## config.mk

```make
export PLATFORM = sky130hd
export DESIGN_NAME = pccmr_front
export DESIGN_NICKNAME = d
export VERILOG_FILES = /design/src/rtl/pccmr_pkg.sv /design/src/rtl/pccmr_front.sv
export SDC_FILE = /design/constraint.sdc
export NUM_CORES = 1
export LEC_CHECK = 0
export BUFFER_PORTS_ARGS = -buffer_cell sky130_fd_sc_hd__buf_2
export CAP_MARGIN = 20
export CORE_MARGIN = 3
export CORE_UTILIZATION = 24
export DETAILED_ROUTE_END_ITERATION = 6
export PLACE_DENSITY_LB_ADDON = 0.2
export SETUP_SLACK_MARGIN = 0.02
export SKIP_CTS_REPAIR_TIMING = 1
export SLEW_MARGIN = 10
export SYNTH_ARGS = -nofsm -noshare
export SYNTH_HDL_FRONTEND = slang
export SYNTH_SLANG_ARGS = --single-unit
```

## constraint.sdc

```tcl
create_clock -name i_clk -period 9.3 [get_ports i_clk]
set_input_delay 0.465 -clock i_clk [delete_from_list [all_inputs] [get_ports i_clk]]
set_output_delay 0.465 -clock i_clk [all_outputs]
set_load 0.005 [all_outputs]
```

## src/rtl/pccmr_pkg.sv

```systemverilog
`default_nettype none
package pccmr_pkg;
    localparam int MaxPoints = 256;
    localparam int IdxW      = $clog2(MaxPoints);
    localparam int CntW      = IdxW + 1;
    localparam int CoordW    = 24;
    localparam int SumW      = CoordW + CntW;
    localparam int PointW    = 3 * CoordW;
    localparam int DiffW     = CoordW + 2;
    localparam int SqW       = 2 * DiffW;
    localparam int D2W       = SqW + 2;
    localparam int RootW     = (D2W + 1) / 2;
    localparam int RsumW     = RootW + CntW;
    localparam int RadW      = 25;
    localparam int QueueDepth = 4;
    localparam int QueueIdxW  = $clog2(QueueDepth);

    typedef struct packed {
        logic [PointW-1:0] point;
        logic              store;
        logic              last;
    } t_cmd;

    typedef enum logic [2:0] {
        ST_LOAD, ST_DIV_C, ST_WALK, ST_DIV_R, ST_OUT
    } t_state;
endpackage
`default_nettype wire

```

## src/rtl/pccmr_front.sv

```systemverilog
`default_nettype none
module pccmr_front (
    input  wire logic                  i_clk,
    input  wire logic                  i_rst_n,
    input  wire logic                  i_valid,
    output logic                       o_ready,
    input  wire logic [pccmr_pkg::PointW-1:0] i_point,
    input  wire logic                  i_last,
    output logic                       o_valid,
    input  wire logic                  i_ready,
    output pccmr_pkg::t_cmd            o_cmd
);
    import pccmr_pkg::*;
    // queue of classified points; store bit tells back whether the point fits
    t_cmd r_q [QueueDepth];
    logic [QueueIdxW-1:0] r_wp, r_rp;
    logic [QueueIdxW:0] r_cnt;
    logic [CntW-1:0] r_seen;
    logic push, pop;
    t_cmd cmd;

    function automatic logic [QueueIdxW:0] CntWQ();
        return (QueueIdxW+1)'(QueueDepth);
    endfunction

    assign o_ready = (r_cnt != CntWQ());
    assign push = i_valid && o_ready;
    assign o_valid = (r_cnt != '0);
    assign pop = o_valid && i_ready;
    assign o_cmd = r_q[r_rp];

    always_comb begin
        cmd.point = i_point;
        cmd.store = (r_seen < CntW'(MaxPoints));
        cmd.last  = i_last;
    end

    always_ff @(posedge i_clk) begin
        if (push) begin
            r_q[r_wp] <= cmd;
        end
        if (!i_rst_n) begin
            r_wp <= '0;
            r_rp <= '0;
            r_cnt <= '0;
            r_seen <= '0;
        end else begin
            if (push) begin
                r_wp <= r_wp + 1'b1;
                if (i_last) begin
                    r_seen <= '0;
                end else if (cmd.store) begin
                    r_seen <= r_seen + 1'b1;
                end
            end
            if (pop) begin
                r_rp <= r_rp + 1'b1;
            end
            r_cnt <= r_cnt + (QueueIdxW+1)'(push) - (QueueIdxW+1)'(pop);
        end
    end
endmodule
`default_nettype wire

```

# After elaboration in Yosys (flattened, before gate mapping)

Memory sizes are Yosys's and may differ from the RTL's. A register that Yosys moved wholly into a read port is not among the register bits.
Index checks and enable logic that the tools add are counted.

RAM bits: 296
Output and inout bits: 76
Memories: 1
Input port bits: 77
Flip-flop bits (word level): 16

Memory list:

| name | depth | width | rd ports | clocked after Yosys merged registers in | write ports | RTL line          | text |
|---|---|---|---|---|---|---|---|
| r_q  | 4     | 74    | 1        | 1                                       | 1           | pccmr_front.sv:15 | `t_cmd r_q [QueueDepth];` |

Multiplexer cells: 6
Equal/unequal tests: 1
Add/sub/neg operators: 5
Order comparisons: 1
Reduce and logical (&&, ||, !) cells: 5

Operators by type and width:

| kind                                                           | number |
|---|---|
| 9-bit 2-to-1 mux                                               | 2 |
| 9-bit by 1-bit adder with 9-bit output (second input constant) | 1 |
| 9-bit < comparator (second input constant)                     | 1 |
| 2-bit by 1-bit adder with 2-bit output (second input constant) | 2 |
| 2-bit 2-to-1 mux                                               | 2 |
| 3-bit by 1-bit adder with 3-bit output                         | 1 |
| 3-bit inequality test (second input constant)                  | 1 |
| 3-bit nonzero test                                             | 1 |
| 3-bit by 1-bit subtractor with 3-bit output                    | 1 |
| 1-bit logical AND                                              | 2 |
| 1-bit 2-to-1 mux                                               | 2 |
| 2-bit AND reduction                                            | 1 |
| 2-bit nonzero test                                             | 1 |

# Longest topological paths before layout

Depth after elaboration: 4
Gate-level depth with buffers: 10
Gate-level depth less buffers: 9

# Worst setup path before layout

No wires, ideal clock.

Kind: reg2reg
From: register r_cnt[2]
To: memory r_q[1][0] (netlist bit) (enable)
Setup slack: 6.331 ns
Path buffers: 1
Data arrival time: 2.528 ns
Required time: 8.859 ns
Clock period less this slack: 2.969 ns
Cell stages (with the launch flop): 4
Cells stage by stage: dfxtp_1 or3b_4 buf_2 and3_1

Word-level cells in the longest chain between the ends: 4

RTL lines:

| what                                   | RTL line          | text |
|---|---|---|
| start: declaration                     | pccmr_front.sv:17 | `logic [QueueIdxW:0] r_cnt;` |
| start signal: assignment               | pccmr_front.sv:59 | `r_cnt <= r_cnt + (QueueIdxW+1)'(push) - (QueueIdxW+1)'(pop);` |
| 3-bit inequality test                  | pccmr_front.sv:26 | `assign o_ready = (r_cnt != CntWQ());` |
| via o_ready                            | pccmr_front.sv:6  | `output logic o_ready,` |
| 1-bit logical AND                      | pccmr_front.sv:27 | `assign push = i_valid && o_ready;` |
| 1-bit 2-to-1 mux                       | pccmr_front.sv:39 | `if (push) begin` |
| 1-bit 2-to-1 mux (implied by the code) | pccmr_front.sv:40 | `r_q[r_wp] <= cmd;` |
| end: declaration                       | pccmr_front.sv:15 |  |

The timed path passes the listed nets, and every way through them passes these cells.

==> flow_metrics.env <==
export IMPL_status="finished clean"
export IMPL_placed_cell_area_sq_um=13000
export IMPL_r2r_setup_slack_ns=6.86
export IMPL_hold_start="i_point[51]"
export IMPL_design_core_area_sq_um=47000
export IMPL_routed_wl_microns=24500
export IMPL_drc=0
export IMPL_relSlewSlack=0.460
export IMPL_cts_sinks=314
export IMPL_antennaDiodeCount=0
export IMPL_die_height_microns=225
export IMPL_nNetsFinal=745
export IMPL_worstMarginPinSlew_ns=0.811
export IMPL_layout_common_cells="edfxtp_1, buf_2, mux4_2"
export IMPL_r2r_start="r_cnt[2]"
export IMPL_postSynthCellCount=482
export IMPL_fin_setup_tns_ns=0
export IMPL_grt_pass1_wl_microns=37300
export IMPL_rows=79
export IMPL_reg2reg_to="r_cnt[2]"
export IMPL_max_stage_delay_ns=0.85
export IMPL_antenna_found_initial=1
export IMPL_required_ns=8.84
export IMPL_critPathLaunchType="register"
export IMPL_worst_setup_path_type="reg -> out"
export IMPL_critPathTopFamily="buffers and inverters"
export IMPL_slew_violations=0
export IMPL_dp_final_hpwl_microns=14400
export IMPL_root_buffer="clkbuf_16"
export IMPL_cap_violations=0
export IMPL_fin_crit_sh=0.368
export IMPL_grt_pass1_vias=6160
export IMPL_final_common_cell="edfxtp_1"
export IMPL_critical_path_slowest_cell="dfxtp_4"
export IMPL_synth_warnings=0
export IMPL_worstSetupEndpointType="output pin"
export IMPL_die_area_sq_um=50600
export IMPL_dr_total_vias=5424
export IMPL_p_leak_nw=4.63
export IMPL_ys_types=30
export IMPL_cp_arrival_ns=2.96
export IMPL_pin_count=153
export IMPL_worst_path_max_fanout=38
export IMPL_clk_pin_slew_ns=0.06
export IMPL_cts_buffer_depth=3
export IMPL_place_ws_ns=6.23
export IMPL_avgSynthCellArea_sq_um=23.9
export IMPL_port_buffers=152
export IMPL_path_depth=3
export IMPL_synth_fp_nets=567
export IMPL_hold_depth=1
export IMPL_reg2reg_depth=9
export IMPL_synth_seq_area_share=0.804
export IMPL_synthesis_area_sq_um=11500
export IMPL_fin_area_sq_um=14200
export IMPL_layout_drive_gt1_share=0.423
export IMPL_setup_viol=0
export IMPL_gr_total_overflow=0
export IMPL_place_inst=1229
export IMPL_worstPathCellList="buf_4 > mux4_2 > buf_2"
export IMPL_final_core_util=0.302
export IMPL_powerDensity_nw_per_um2=275
export IMPL_syn_to_final_growth_pct=23.2
export IMPL_fin_skew_ns=0.0188
export IMPL_htreeDepth=2
export IMPL_clk_latency_ns=0.52
export IMPL_die_w_microns=225
export IMPL_rsz0062_at_grt="false"
export IMPL_hold_path_class="in -> reg"
export IMPL_ys_ff_latch=314
export IMPL_numCtsBuffers=36
export IMPL_fill_cells=4546
export IMPL_fin_ws_ns=5.87
export IMPL_cts_tree="yes"
export IMPL_grt_use_total=0.0978
export IMPL_fmax_mhz=292
export IMPL_period_minus_slack_ns=3.43
export IMPL_place_congestion=0.656
export IMPL_holdPathEnd="r_q[3][53]"
export IMPL_first_pass_iters=4
export IMPL_drtAntennaViolNets=0
export IMPL_finalHoldViolCount=0
export IMPL_routedWlPerCell_microns=18.9
export IMPL_drtIter0Drc=233
export IMPL_crit_buf_inv=2
export IMPL_routed_via_density=4.19
export IMPL_start_util=0.245
export IMPL_vdd_drop_max_v=0.000109
export IMPL_fin_cells=1293
export IMPL_grt_max_degree=41
==> cell usage after synthesis <==
library cell / count / share of area
a21oi_1: 6 / 0.0026
a31o_4: 1 / 0.0015
a31oi_1: 1 / 0.00054
and2_1: 2 / 0.0011
and3_1: 5 / 0.0027
and4_1: 1 / 0.00076
buf_1: 3 / 0.00098
buf_2: 8 / 0.0035
clkbuf_1: 7 / 0.0023
clkinv_1: 1 / 0.00033
dfxtp_1: 18 / 0.031
edfxtp_1: 296 / 0.77
fa_1: 1 / 0.0017
ha_1: 7 / 0.0076
inv_1: 6 / 0.0020
mux4_2: 74 / 0.14
nand2_1: 8 / 0.0026
nand2b_1: 1 / 0.00054
nand3_1: 4 / 0.0017
nand4_1: 3 / 0.0016
nor2_1: 8 / 0.0026
o211ai_1: 1 / 0.00065
o21ai_0: 3 / 0.0013
o31a_1: 2 / 0.0015
or3_1: 5 / 0.0027
or3b_2: 1 / 0.00076
or3b_4: 1 / 0.00098
or4_1: 1 / 0.00065
xnor2_1: 4 / 0.0030
xor2_1: 3 / 0.0023
==> routing by layer <==
metal	global-route usage	share of wire	vias to the layer above
li1	-	-	2386
met5	0	0.00053	-
met4	0.0340	0.028	2
met2	0.163	0.49	128
met1	0.122	0.42	2865
met3	0.0286	0.056	43
==> flip-flops by register name, summed over array words and instances (netlist names), named ones only <==
| name | flops |
|---|---|
| r_q | 296 |
| r_rp | 2 |
| r_cnt | 3 |
| r_seen | 9 |
| r_wp | 2 |
==> cell type report <==
| cell class | instances | area [sq um] | share of cell area |
|---|---|---|---|
| Clock inverter | 18 | 188 | 0.0132 |
| Timing Repair Buffer | 158 | 806 | 0.0569 |
| Inverter | 7 | 26.3 | 0.00185 |
| Multi-Input combinational cell | 143 | 2170 | 0.153 |
| Tap cell | 607 | 759 | 0.0536 |
| Sequential cell | 314 | 9260 | 0.653 |
| Clock buffer | 46 | 970 | 0.0684 |
==> worst max path at each step <==
stage / end
6_report: o_cmd[21]
5_1_grt: o_cmd[21]
4_1_cts: o_cmd[8]
3_5_place_dp: o_cmd[8]
3_3_place_gp: o_cmd[21]
2_1_floorplan: r_q[1][0]
==> worst reg2reg max path, stage by stage (launching register included) <==
cell,delay [ns]
dfxtp_1,0.39
or3b_4,0.50
nand2_1,0.24
ha_1,0.17
inv_1,0.04
ha_1,0.18
fa_1,0.38
xnor2_1,0.22
xnor2_1,0.15
nor2_1,0.05
==> metrics by stage <==
stage	total power, mW	hold WS (ns)
3_5_place_dp	2.59	0.482
2_1_floorplan	2.25	0.444
5_1_grt	4.11	0.111
4_1_cts	4.00	0.0991
6_report	3.90	0.151
3_3_place_gp	2.56	0.458
==> logic make-up after synthesis <==
kind of cell    share of synthesized area
compound gates                    0.00816
fa+ha+maj                         0.00936
mux                                 0.145
simple gates                       0.0188
flops                               0.804
xor+xnor                          0.00533
buf+inv                           0.00903
==> power by group <==
group / internal, mW / switching [mW]
sequential: 1.71 / 0.0887
clock: 0.846 / 0.538
combinational: 0.371 / 0.338
Note: power is estimated with default switching activity, not from simulation.
